===== src/protobuf_envelope_parser_core_assert.svh =====
// Assertion macros for the protobuf envelope parser.
// Included by the files that carry concurrent checks; no other dependencies.
`ifndef PROTOBUF_ENVELOPE_PARSER_CORE_ASSERT_SVH
`define PROTOBUF_ENVELOPE_PARSER_CORE_ASSERT_SVH

// Check on an explicit clock, muted while the active-low reset is asserted.
`define PEP_ASSERT_AT(lbl, clk, rstn, prop, msg) \
  lbl: assert property (@(posedge clk) disable iff (!rstn) prop) \
    else $error(msg);

// Check on the block's own clock and reset.
`define PEP_ASSERT(lbl, prop, msg) \
  `PEP_ASSERT_AT(lbl, clk_i, rst_ni, prop, msg)

`endif


===== src/pep_pkg.sv =====
// Shared types and constants of the protobuf envelope parser.
// No dependencies; used by the parser, result queue, top level and testbench.
package pep_pkg;

  // result kind codes
  localparam logic KIND_PAYLOAD = 1'b0;
  localparam logic KIND_SUMMARY = 1'b1;

  // wire type codes that the parser accepts
  localparam logic [2:0] WIRE_VARINT = 3'd0;
  localparam logic [2:0] WIRE_I64    = 3'd1;
  localparam logic [2:0] WIRE_LEN    = 3'd2;
  localparam logic [2:0] WIRE_I32    = 3'd5;

  localparam logic [3:0]  VarintLastIdx = 4'd9;   // tenth byte of a varint
  localparam logic [31:0] PayFieldLo    = 32'd10;
  localparam logic [31:0] PayFieldHi    = 32'd19;
  localparam logic [31:0] FieldVersion  = 32'd1;
  localparam logic [31:0] FieldReqId    = 32'd2;
  localparam int unsigned Fixed64Bytes  = 8;
  localparam int unsigned Fixed32Bytes  = 4;

  // result queue: depth and fill level up to which a new byte is taken
  localparam int unsigned ResDepth   = 8;
  localparam int unsigned MaxPerItem = 2;
  localparam int unsigned ResCntW    = $clog2(ResDepth + 1);
  localparam int unsigned ResPtrW    = $clog2(ResDepth);
  localparam int unsigned ResRoom    = ResDepth - 2 * MaxPerItem;

  typedef struct packed {
    logic        kind;
    logic [7:0]  payload_byte;
    logic        status;
    logic [31:0] version;
    logic [63:0] req_ident;
    logic [4:0]  pay_field;
  } pep_result_t;

  // up to two results produced by one byte
  typedef struct packed {
    logic [1:0]  count;
    pep_result_t res0;
    pep_result_t res1;
  } pep_push_t;

  // seven data bits of varint byte number cnt, placed at their weight
  function automatic logic [63:0] varint_part(logic [3:0] cnt, logic [6:0] bits);
    logic [63:0] part;
    case (cnt)
      4'd0:    part = {57'd0, bits};
      4'd1:    part = {50'd0, bits, 7'd0};
      4'd2:    part = {43'd0, bits, 14'd0};
      4'd3:    part = {36'd0, bits, 21'd0};
      4'd4:    part = {29'd0, bits, 28'd0};
      4'd5:    part = {22'd0, bits, 35'd0};
      4'd6:    part = {15'd0, bits, 42'd0};
      4'd7:    part = {8'd0, bits, 49'd0};
      4'd8:    part = {1'd0, bits, 56'd0};
      4'd9:    part = {bits[0], 63'd0};
      default: part = '0;
    endcase
    return part;
  endfunction

endpackage


===== src/pep_if.sv =====
// Valid/ready stream interfaces for the envelope parser's byte input and result output.
// No dependencies.
interface pep_in_if;
  logic       valid;
  logic       ready;
  logic [7:0] data_byte;
  logic       last_byte;

  modport source (output valid, output data_byte, output last_byte, input ready);
  modport sink (input valid, input data_byte, input last_byte, output ready);
endinterface

interface pep_out_if;
  logic        valid;
  logic        ready;
  logic        kind;
  logic [7:0]  payload_byte;
  logic        status;
  logic [31:0] version;
  logic [63:0] req_ident;
  logic [4:0]  pay_field;

  modport source (output valid, output kind, output payload_byte, output status,
                  output version, output req_ident, output pay_field, input ready);
  modport sink (input valid, input kind, input payload_byte, input status,
                input version, input req_ident, input pay_field, output ready);
endinterface


===== src/pep_parser.sv =====
// Wire-format FSM: decodes one registered byte per step_i cycle, emits results.
// Depends on pep_pkg.
module pep_parser
  import pep_pkg::*;
#(
  parameter int unsigned MAX_MESSAGE_BYTES = 1048576
) (
  input  logic       clk_i,
  input  logic       rst_ni,
  input  logic       step_i,
  input  logic [7:0] byte_i,
  input  logic       last_i,
  output pep_push_t  push_o
);

  localparam int unsigned RemW = $clog2(MAX_MESSAGE_BYTES + 1);

  typedef enum logic [4:0] {
    MODE_TAG     = 5'b00001,
    MODE_VARVAL  = 5'b00010,
    MODE_LEN     = 5'b00100,
    MODE_PAYLOAD = 5'b01000,
    MODE_SKIP    = 5'b10000
  } mode_e;

  mode_e            mode_q, mode_d;
  logic [63:0]      acc_q, acc_d;
  logic [3:0]       cnt_q, cnt_d;
  logic [4:0]       fnum_q, fnum_d;     // low bits of current field number
  logic             f1_q, f1_d;         // current field is the version
  logic             f2_q, f2_d;         // current field is the request id
  logic             pay_q, pay_d;       // current field is a payload field
  logic [RemW-1:0]  rem_q, rem_d;
  logic [31:0]      ver_q, ver_d;
  logic [63:0]      rid_q, rid_d;
  logic [4:0]       pfield_q, pfield_d;
  logic             failed_q, failed_d;

  always_comb begin
    logic [63:0] v;
    logic [31:0] field;
    logic [2:0]  wtype;
    logic        tag_pay;
    logic        bad;
    pep_result_t summ;

    mode_d   = mode_q;
    acc_d    = acc_q;
    cnt_d    = cnt_q;
    fnum_d   = fnum_q;
    f1_d     = f1_q;
    f2_d     = f2_q;
    pay_d    = pay_q;
    rem_d    = rem_q;
    ver_d    = ver_q;
    rid_d    = rid_q;
    pfield_d = pfield_q;
    failed_d = failed_q;
    push_o   = '0;
    bad      = 1'b0;
    summ     = '0;

    v       = acc_q | varint_part(cnt_q, byte_i[6:0]);
    field   = v[34:3];
    wtype   = v[2:0];
    tag_pay = (field inside {[PayFieldLo:PayFieldHi]}) && (wtype == WIRE_LEN);

    if (step_i) begin
      if (!failed_q) begin
        case (mode_q)
          MODE_PAYLOAD, MODE_SKIP: begin
            if (mode_q == MODE_PAYLOAD) begin
              push_o.count             = 2'd1;
              push_o.res0.kind         = KIND_PAYLOAD;
              push_o.res0.payload_byte = byte_i;
            end
            if (rem_q != '0) rem_d = rem_q - 1'b1;
            if (rem_q <= RemW'(1)) mode_d = MODE_TAG;
          end
          default: begin
            acc_d = v;
            if (!byte_i[7]) begin
              acc_d = '0;
              cnt_d = '0;
              if (mode_q == MODE_TAG) begin
                if (v == '0) begin
                  failed_d = 1'b1;
                end else begin
                  fnum_d = field[4:0];
                  f1_d   = (field == FieldVersion);
                  f2_d   = (field == FieldReqId);
                  pay_d  = tag_pay;
                  if (tag_pay && pfield_q != '0) begin
                    failed_d = 1'b1;
                  end else begin
                    case (wtype)
                      WIRE_VARINT: mode_d = MODE_VARVAL;
                      WIRE_LEN:    mode_d = MODE_LEN;
                      WIRE_I64: begin
                        mode_d = MODE_SKIP;
                        rem_d  = RemW'(Fixed64Bytes);
                      end
                      WIRE_I32: begin
                        mode_d = MODE_SKIP;
                        rem_d  = RemW'(Fixed32Bytes);
                      end
                      default: failed_d = 1'b1;
                    endcase
                  end
                end
              end else if (mode_q == MODE_VARVAL) begin
                if (f1_q) ver_d = v[31:0];
                else if (f2_q) rid_d = v;
                mode_d = MODE_TAG;
              end else begin
                if (v > 64'(MAX_MESSAGE_BYTES)) begin
                  failed_d = 1'b1;
                end else begin
                  if (pay_q) pfield_d = fnum_q;
                  if (v == '0) begin
                    mode_d = MODE_TAG;
                  end else begin
                    rem_d  = v[RemW-1:0];
                    mode_d = pay_q ? MODE_PAYLOAD : MODE_SKIP;
                  end
                end
              end
            end else if (cnt_q == VarintLastIdx) begin
              failed_d = 1'b1;
            end else begin
              cnt_d = cnt_q + 4'd1;
            end
          end
        endcase
      end

      if (last_i) begin
        bad            = failed_d || (mode_d != MODE_TAG) || (cnt_d != '0) || (pfield_d == '0);
        summ.kind      = KIND_SUMMARY;
        summ.status    = bad;
        summ.version   = bad ? '0 : ver_d;
        summ.req_ident = bad ? '0 : rid_d;
        summ.pay_field = bad ? '0 : pfield_d;
        if (push_o.count == 2'd1) begin
          push_o.res1  = summ;
          push_o.count = 2'd2;
        end else begin
          push_o.res0  = summ;
          push_o.count = 2'd1;
        end
        // message closed: back to the post-reset state
        mode_d   = MODE_TAG;
        acc_d    = '0;
        cnt_d    = '0;
        fnum_d   = '0;
        f1_d     = 1'b0;
        f2_d     = 1'b0;
        pay_d    = 1'b0;
        rem_d    = '0;
        ver_d    = '0;
        rid_d    = '0;
        pfield_d = '0;
        failed_d = 1'b0;
      end
    end
  end

  always_ff @(posedge clk_i or negedge rst_ni) begin
    if (!rst_ni) begin
      mode_q   <= MODE_TAG;
      acc_q    <= '0;
      cnt_q    <= '0;
      fnum_q   <= '0;
      f1_q     <= 1'b0;
      f2_q     <= 1'b0;
      pay_q    <= 1'b0;
      rem_q    <= '0;
      ver_q    <= '0;
      rid_q    <= '0;
      pfield_q <= '0;
      failed_q <= 1'b0;
    end else begin
      mode_q   <= mode_d;
      acc_q    <= acc_d;
      cnt_q    <= cnt_d;
      fnum_q   <= fnum_d;
      f1_q     <= f1_d;
      f2_q     <= f2_d;
      pay_q    <= pay_d;
      rem_q    <= rem_d;
      ver_q    <= ver_d;
      rid_q    <= rid_d;
      pfield_q <= pfield_d;
      failed_q <= failed_d;
    end
  end

endmodule


===== src/pep_result_fifo.sv =====
// Result queue: takes up to two results per cycle, hands out one per transaction.
// Depends on pep_pkg.
module pep_result_fifo
  import pep_pkg::*;
(
  input  logic               clk_i,
  input  logic               rst_ni,
  input  pep_push_t          push_i,
  input  logic               pop_i,
  output pep_result_t        head_o,
  output logic               valid_o,
  output logic [ResCntW-1:0] count_o
);

  pep_result_t        mem_q [ResDepth];
  logic [ResPtrW-1:0] wp_q, wp_d, wp_nxt;
  logic [ResPtrW-1:0] rp_q, rp_d;
  logic [ResCntW-1:0] cnt_q, cnt_d;

  assign wp_nxt  = wp_q + 1'b1;
  assign head_o  = mem_q[rp_q];
  assign valid_o = (cnt_q != '0);
  assign count_o = cnt_q;

  always_comb begin
    wp_d  = wp_q + ResPtrW'(push_i.count);
    rp_d  = (pop_i && valid_o) ? rp_q + 1'b1 : rp_q;
    cnt_d = cnt_q + ResCntW'(push_i.count) - ResCntW'(pop_i && valid_o);
  end

  always_ff @(posedge clk_i) begin
    if (push_i.count != 2'd0) mem_q[wp_q] <= push_i.res0;
    if (push_i.count == 2'd2) mem_q[wp_nxt] <= push_i.res1;
  end

  always_ff @(posedge clk_i or negedge rst_ni) begin
    if (!rst_ni) begin
      wp_q  <= '0;
      rp_q  <= '0;
      cnt_q <= '0;
    end else begin
      wp_q  <= wp_d;
      rp_q  <= rp_d;
      cnt_q <= cnt_d;
    end
  end

endmodule


===== src/protobuf_envelope_parser_core.sv =====
// Streaming protobuf envelope parser. Takes one encoded byte per transaction on in_i (with
// last_byte on the message's final byte) and sustains one byte per clock while out_o is not
// stalled. Each byte is held in an input register and decoded by the wire-format state
// machine, and its results (a payload byte, the end-of-message summary, or both) land in an
// 8-entry result queue that drives out_o. in_i.ready stays high while the queue holds at most
// four results; it only drops when out_o is stalled. A summary reports status 0 with version,
// request id and payload field number when the message was well formed and carried a payload,
// otherwise status 1 with zeros. After a malformed element the remaining bytes up to the last
// one are dropped.
// Depends on pep_pkg, pep_if, pep_parser, pep_result_fifo and the assertion macro header.
`include "protobuf_envelope_parser_core_assert.svh"

module protobuf_envelope_parser_core
  import pep_pkg::*;
#(
  parameter int unsigned MAX_MESSAGE_BYTES = 1048576
) (
  input  logic      clk_i,
  input  logic      rst_ni,
  pep_in_if.sink    in_i,
  pep_out_if.source out_o
);

  // input register stage
  logic       s1_valid_q;
  logic [7:0] s1_byte_q;
  logic       s1_last_q;
  logic       in_take;
  logic       s1_end;      // a last byte is being decoded

  pep_push_t          push;
  pep_result_t        head;
  logic               head_valid;
  logic [ResCntW-1:0] fifo_count;

  // room for the byte in the register stage plus the new one
  assign in_i.ready = (fifo_count <= ResCntW'(ResRoom));
  assign in_take    = in_i.valid && in_i.ready;
  assign s1_end     = s1_valid_q && s1_last_q;

  always_ff @(posedge clk_i or negedge rst_ni) begin
    if (!rst_ni) begin
      s1_valid_q <= 1'b0;
    end else begin
      s1_valid_q <= in_take;
    end
  end

  always_ff @(posedge clk_i) begin
    if (in_take) begin
      s1_byte_q <= in_i.data_byte;
      s1_last_q <= in_i.last_byte;
    end
  end

  pep_parser #(
    .MAX_MESSAGE_BYTES (MAX_MESSAGE_BYTES)
  ) u_parser (
    .clk_i  (clk_i),
    .rst_ni (rst_ni),
    .step_i (s1_valid_q),
    .byte_i (s1_byte_q),
    .last_i (s1_last_q),
    .push_o (push)
  );

  pep_result_fifo u_fifo (
    .clk_i   (clk_i),
    .rst_ni  (rst_ni),
    .push_i  (push),
    .pop_i   (out_o.ready),
    .head_o  (head),
    .valid_o (head_valid),
    .count_o (fifo_count)
  );

  assign out_o.valid        = head_valid;
  assign out_o.kind         = head.kind;
  assign out_o.payload_byte = head.payload_byte;
  assign out_o.status       = head.status;
  assign out_o.version      = head.version;
  assign out_o.req_ident    = head.req_ident;
  assign out_o.pay_field    = head.pay_field;

  // a last byte always queues a summary
  `PEP_ASSERT(a_last_pushes_summary, s1_end |=> fifo_count != '0, "no summary after last byte")
  // no decoded byte, no new results
  `PEP_ASSERT(a_idle_hold, !s1_valid_q |=> fifo_count <= $past(fifo_count), "grew while idle")
  // the ready threshold keeps the queue from overflowing
  `PEP_ASSERT(a_no_overflow, fifo_count <= ResCntW'(ResDepth), "result queue overflow")

endmodule


===== src/flat_wrapper.sv =====
// flat-port wrapper written by rule: the top's interface ports become plain ports
module protobuf_envelope_parser_core_flat import pep_pkg::*;
#(
  parameter int unsigned MAX_MESSAGE_BYTES = 1048576
)
  (clk_i, rst_ni, in_i_valid, in_i_data_byte, in_i_last_byte, in_i_ready, out_o_valid, out_o_kind, out_o_payload_byte, out_o_status, out_o_version, out_o_req_ident, out_o_pay_field, out_o_ready);
  pep_in_if in_i_i ();
  pep_out_if out_o_i ();
  input  logic clk_i;
  input  logic rst_ni;
  input wire logic [$bits(in_i_i.valid)-1:0] in_i_valid;
  input wire logic [$bits(in_i_i.data_byte)-1:0] in_i_data_byte;
  input wire logic [$bits(in_i_i.last_byte)-1:0] in_i_last_byte;
  output wire logic [$bits(in_i_i.ready)-1:0] in_i_ready;
  output wire logic [$bits(out_o_i.valid)-1:0] out_o_valid;
  output wire logic [$bits(out_o_i.kind)-1:0] out_o_kind;
  output wire logic [$bits(out_o_i.payload_byte)-1:0] out_o_payload_byte;
  output wire logic [$bits(out_o_i.status)-1:0] out_o_status;
  output wire logic [$bits(out_o_i.version)-1:0] out_o_version;
  output wire logic [$bits(out_o_i.req_ident)-1:0] out_o_req_ident;
  output wire logic [$bits(out_o_i.pay_field)-1:0] out_o_pay_field;
  input wire logic [$bits(out_o_i.ready)-1:0] out_o_ready;
  assign in_i_i.valid = in_i_valid;
  assign in_i_i.data_byte = in_i_data_byte;
  assign in_i_i.last_byte = in_i_last_byte;
  assign in_i_ready = in_i_i.ready;
  assign out_o_valid = out_o_i.valid;
  assign out_o_kind = out_o_i.kind;
  assign out_o_payload_byte = out_o_i.payload_byte;
  assign out_o_status = out_o_i.status;
  assign out_o_version = out_o_i.version;
  assign out_o_req_ident = out_o_i.req_ident;
  assign out_o_pay_field = out_o_i.pay_field;
  assign out_o_i.ready = out_o_ready;
  protobuf_envelope_parser_core #(.MAX_MESSAGE_BYTES(MAX_MESSAGE_BYTES)) u_core (.clk_i(clk_i), .rst_ni(rst_ni), .in_i(in_i_i), .out_o(out_o_i));
endmodule

===== config.mk =====
export PLATFORM = sky130hd
export DESIGN_NAME = protobuf_envelope_parser_core_flat
export DESIGN_NICKNAME = d
export VERILOG_FILES = /design/src/pep_pkg.sv /design/src/pep_if.sv /design/src/pep_parser.sv /design/src/pep_result_fifo.sv /design/src/protobuf_envelope_parser_core.sv /design/src/flat_wrapper.sv
export VERILOG_INCLUDE_DIRS = /design/src /design/src/src
export SDC_FILE = /design/constraint.sdc
export NUM_CORES = 2
export LEC_CHECK = 0
export ABC_CLOCK_PERIOD_IN_PS = 7900
export BUFFER_PORTS_ARGS = -buffer_cell sky130_fd_sc_hd__buf_4
export CORE_AREA = 2 2 418 420
export CTS_CLUSTER_DIAMETER = 40
export CTS_CLUSTER_SIZE = 12
export DETAILED_ROUTE_END_ITERATION = 6
export DIE_AREA = 0 0 420 422
export HOLD_SLACK_MARGIN = 0.1
export PLACE_DENSITY = 0.43
export SLEW_MARGIN = 15
export SYNTH_ARGS = -nofsm -noshare
export SYNTH_HDL_FRONTEND = slang
export SYNTH_SLANG_ARGS = --single-unit

===== constraint.sdc =====
create_clock -name clk_i -period 7.9 [get_ports clk_i]
set_input_delay 0.79 -clock clk_i [delete_from_list [all_inputs] [get_ports clk_i]]
set_output_delay 0.79 -clock clk_i [all_outputs]
set_load 0.01 [all_outputs]

==> flow_summary.yaml <==
yosys:
  async_flop_share: 0.1933
  synth_cells: 3755
  yosys_warnings: 0
  synth_area_mm2: 0.05153
  synth_top_area_frac: 0.4854
  synth_nets: 3788
  synth_area_leaders: "edfxtp_1 (49%), dfrtp_1 (10%), mux4_2 (9.7%)"
  seq_area_frac_synth: 0.6147
  yosys.area.top_type: "edfxtp_1"
  synth-seq-cells: 1112
  syn_area_per_cell_um2: 13.72
  synth-edff-count: 833
  synthFlopType: "edfxtp_1"
  ys_types: 83
route:
  routed-via-count: 33090
  first_iter_violations: 2696
  ant_nets: 0
  drtPass1Iterations: 5
  drc: 0
  wire_per_inst_um: 26.03
  vias_per_cell: 5.251
  route.final.wire_length_um: 164100
global_route:
  grtUsageMet1: 0.2574
  grt_pass1_wl_um: 244400
  grtUsageTotal: 0.1856
  grt_use_met2: 0.3025
  grt_antenna_before_repair: 2
  grt_max_degree: 125
  grt_overflow: 0
  use_met3: 0.02951
  busiest_layer: "met2"
  first_global_vias: 34990
setup_path:
  crit_path_start_kind: "flop"
  critical_path.max_stage_delay_ns: 0.87
  reg2reg_to: "u_core.u_fifo.mem_q[6][65]"
  regToRegSetupSlack_ns: 1.81
  worstPathMaxFanout: 116
  worstPathRequired_ns: 8.44
  critical_path_buf_inv_count: 3
  crit_arrival_ns: 6.63
  worst_path_dominant_cell_family: "simple AND/OR/NAND/NOR gates"
  critPathKind: "reg -> reg"
  end_kind: "flop"
  cp_slowest_cell: "a2111oi_1"
  r2r-start: "u_core.u_parser.cnt_q[0]"
  reg2reg_depth: 13
  worstPathCellList: "inv_1, ha_1, buf_4, and2_0, a2111oi_1, nand4_1, nor4_4, o211ai_1, nor2b_1, mux2i_1, or4_4, buf_12, nor3_1"
die:
  row_count: 153
  io_pins: 126
  fp.coreArea_mm2: 0.1729
  dieArea_mm2: 0.1772
  floorplan.initialDensity: 0.2981
  chipHeight_um: 422
  die_x_um: 420
power:
  irDropWorstVdd_v: 0.0002909
  finalPower_uw: 20920
  power.leakage_uw: 0.01949
  p_per_area_mw_per_mm2: 339.2
timing:
  hold_viol: 0
  period_needed_ns: 6.093
  finClkSkew_ns: 0.03103
  slew_violations: 0
  whs_ns: 0.1722
  finalSetupTns_ns: 0
  rsz0062_at_grt: "no"
  worstMarginPinSlew_ns: 1.233
  setup_viol: 0
  fin_crit_sh: 0.7713
  slew_headroom: 0.1781
  fmax_mhz: 164.1
min_path:
  min_to: "u_core.s1_byte_q[7]"
  whs_path_depth: 1
  min_from: "in_i_data_byte[7]"
  hp-class: "in -> reg"
placed_design:
  placed_area_mm2: 0.05484
  io_buffer_count: 125
  dp.cells: 5932
  dp.final_hpwl_um: 87340
  gp_congestion: 0.8554
clocking:
  clock_latency_ns: 0.84
  clock_path_buffers: 3
  tritoncts: "built"
  postCtsSetupRepairBufs: 0
  clk_pin_slew_ns: 0.06
  cts_resized: 0
  numCtsBuffers: 197
  cts-htree-levels: 4
  cts.sinks: 1112
  clock-root-buffer: "clkbuf_16"
final_layout:
  nNetsFinal: 3841
  syn2layout_area_growth_pct: 19.68
  final_cells: 6303
  drive_gt1_frac: 0.3050
  fin_area_mm2: 0.06168
status:
  status: "finished, final reports clean"
flow_run:
  max_cap_viol_count: 0
registers in the layout, indices dropped and copies added (netlist names), 3 cells and up:
name	count
u_core.u_parser.pfield_q	5
u_core.u_parser.rid_q	64
u_core.u_fifo.count_o	4
u_core.u_fifo.rp_q	3
u_core.u_parser.ver_q	32
u_core.u_parser.mode_q	5
u_core.u_fifo.wp_q	3
u_core.u_parser.rem_q	21
u_core.u_parser.cnt_q	4
u_core.s1_byte_q	8
u_core.u_parser.fnum_q	5
u_core.u_parser.acc_q	64
u_core.u_fifo.mem_q	888
metrics by stage:
stage            util  setup slack [ns]
2_1_floorplan       -             2.439
3_3_place_gp   0.3171             1.931
3_5_place_dp   0.3173             1.881
4_1_cts        0.3567             1.840
5_1_grt        0.3568             1.356
6_report       0.3568             1.807
worst register-to-register path, delay by kind of cell, from the launching register on:
family	cells	cell delay, ns
AOI/OAI and AO/OA	2	1.15
adders and majority gates	1	0.21
buffers and inverters	3	0.89
DFF	1	0.48
muxes	1	0.27
and+or+nand+nor	6	2.80
kinds of logic after synthesis:
| family | after synthesis | synth area share |
|---|---|---|
| AOI/OAI and AO/OA | 539 | 0.06752 |
| xor gates and xnor gates | 11 | 0.001869 |
| adders and majority gates | 20 | 0.005147 |
| buffers and inverters | 399 | 0.03530 |
| DFF | 1112 | 0.6147 |
| muxes | 342 | 0.1231 |
| and+or+nand+nor | 1332 | 0.1524 |
placed cells by master (no fill, tap or decap), drive strengths merged, types with 18 or more instances in the layout:
master | netlist | final
a21oi | 223 | 223
a31oi | 24 | 24
and2 | 20 | 20
buf | 106 | 222
bufinv | 0 | 25
clkbuf | 263 | 233
clkinv | 0 | 74
clkinvlp | 0 | 20
dfrtp | 214 | 214
dfxtp | 64 | 64
edfxtp | 833 | 833
ha | 18 | 18
inv | 30 | 46
mux2 | 113 | 113
mux4 | 222 | 222
nand2 | 145 | 145
nor2 | 228 | 228
nor3 | 838 | 838
o21ai | 75 | 75
o22ai | 34 | 34
o2bb2ai | 117 | 117
where the power goes:
part           leakage (uW)  total [uW]  internal [uW]  switching, uW
clock               0.00329        8700           5580           3110
combinational       0.00503        5290           2310           2980
sequential           0.0112        6940           6590            346
total                0.0195       20900          14500           6440
repair_timing:
action / CTS / global route
hold buffers: 1 / 0
hold endpoints to repair: 86 / 0
endpoints found under the setup margin: 0 / 0
layout make-up:
| class | count | area (um^2) |
|---|---|---|
| diodes | 1 | 2.502 |
| inverters | 30 | 135.1 |
| repair buffers | 223 | 1929 |
| clock buffers | 233 | 5251 |
| flip-flops and latches | 1112 | 31690 |
| multi-input cells | 2244 | 18200 |
| fillers | 16670 | 111200 |
| clock inverters | 135 | 1559 |
| well taps | 2325 | 2909 |
layer usage:
metal	vias to the layer above	wire length, um
met4	2	2933
met2	773	79810
li1	14700	-
met3	213	6681
met5	-	13
met1	17400	74610
worst max-delay path by stage:
stage                                 end  depth (start not counted)                 startpoint  slack [ns]
6_report       u_core.u_fifo.mem_q[6][65]                         13   u_core.u_parser.cnt_q[0]        1.81
5_1_grt        u_core.u_fifo.mem_q[2][52]                         13   u_core.u_parser.cnt_q[0]        1.36
4_1_cts        u_core.u_fifo.mem_q[6][51]                         13   u_core.u_parser.cnt_q[0]        1.84
3_5_place_dp   u_core.u_fifo.mem_q[6][51]                         13   u_core.u_parser.cnt_q[0]        1.88
3_3_place_gp   u_core.u_fifo.mem_q[6][51]                         13   u_core.u_parser.cnt_q[0]        1.93
2_1_floorplan   u_core.u_fifo.mem_q[1][0]                         11  u_core.u_parser.mode_q[0]        2.44
cells in the mapped netlist, types with 6 or more instances:
master and count:
a2111oi_0 8, a21oi_1 223, a31oi_1 23, a32o_1 6, and2_1 15, buf_1 23
buf_2 47, buf_6 34, clkbuf_1 263, dfrtp_1 214, dfxtp_1 64, edfxtp_1 833
ha_1 18, inv_1 29, mux2_2 113, mux2i_1 7, mux4_2 222, nand2_1 145
nand2b_1 6, nand3_1 16, nand4_1 12, nor2_1 228, nor2b_1 14, nor3_1 553
nor3_2 285, nor4_1 7, nor4bb_1 6, o21ai_0 73, o22ai_1 34, o2bb2ai_1 117
or4_1 8, xnor2_1 7
No activity file was read; power rests on OpenSTA's default activity.
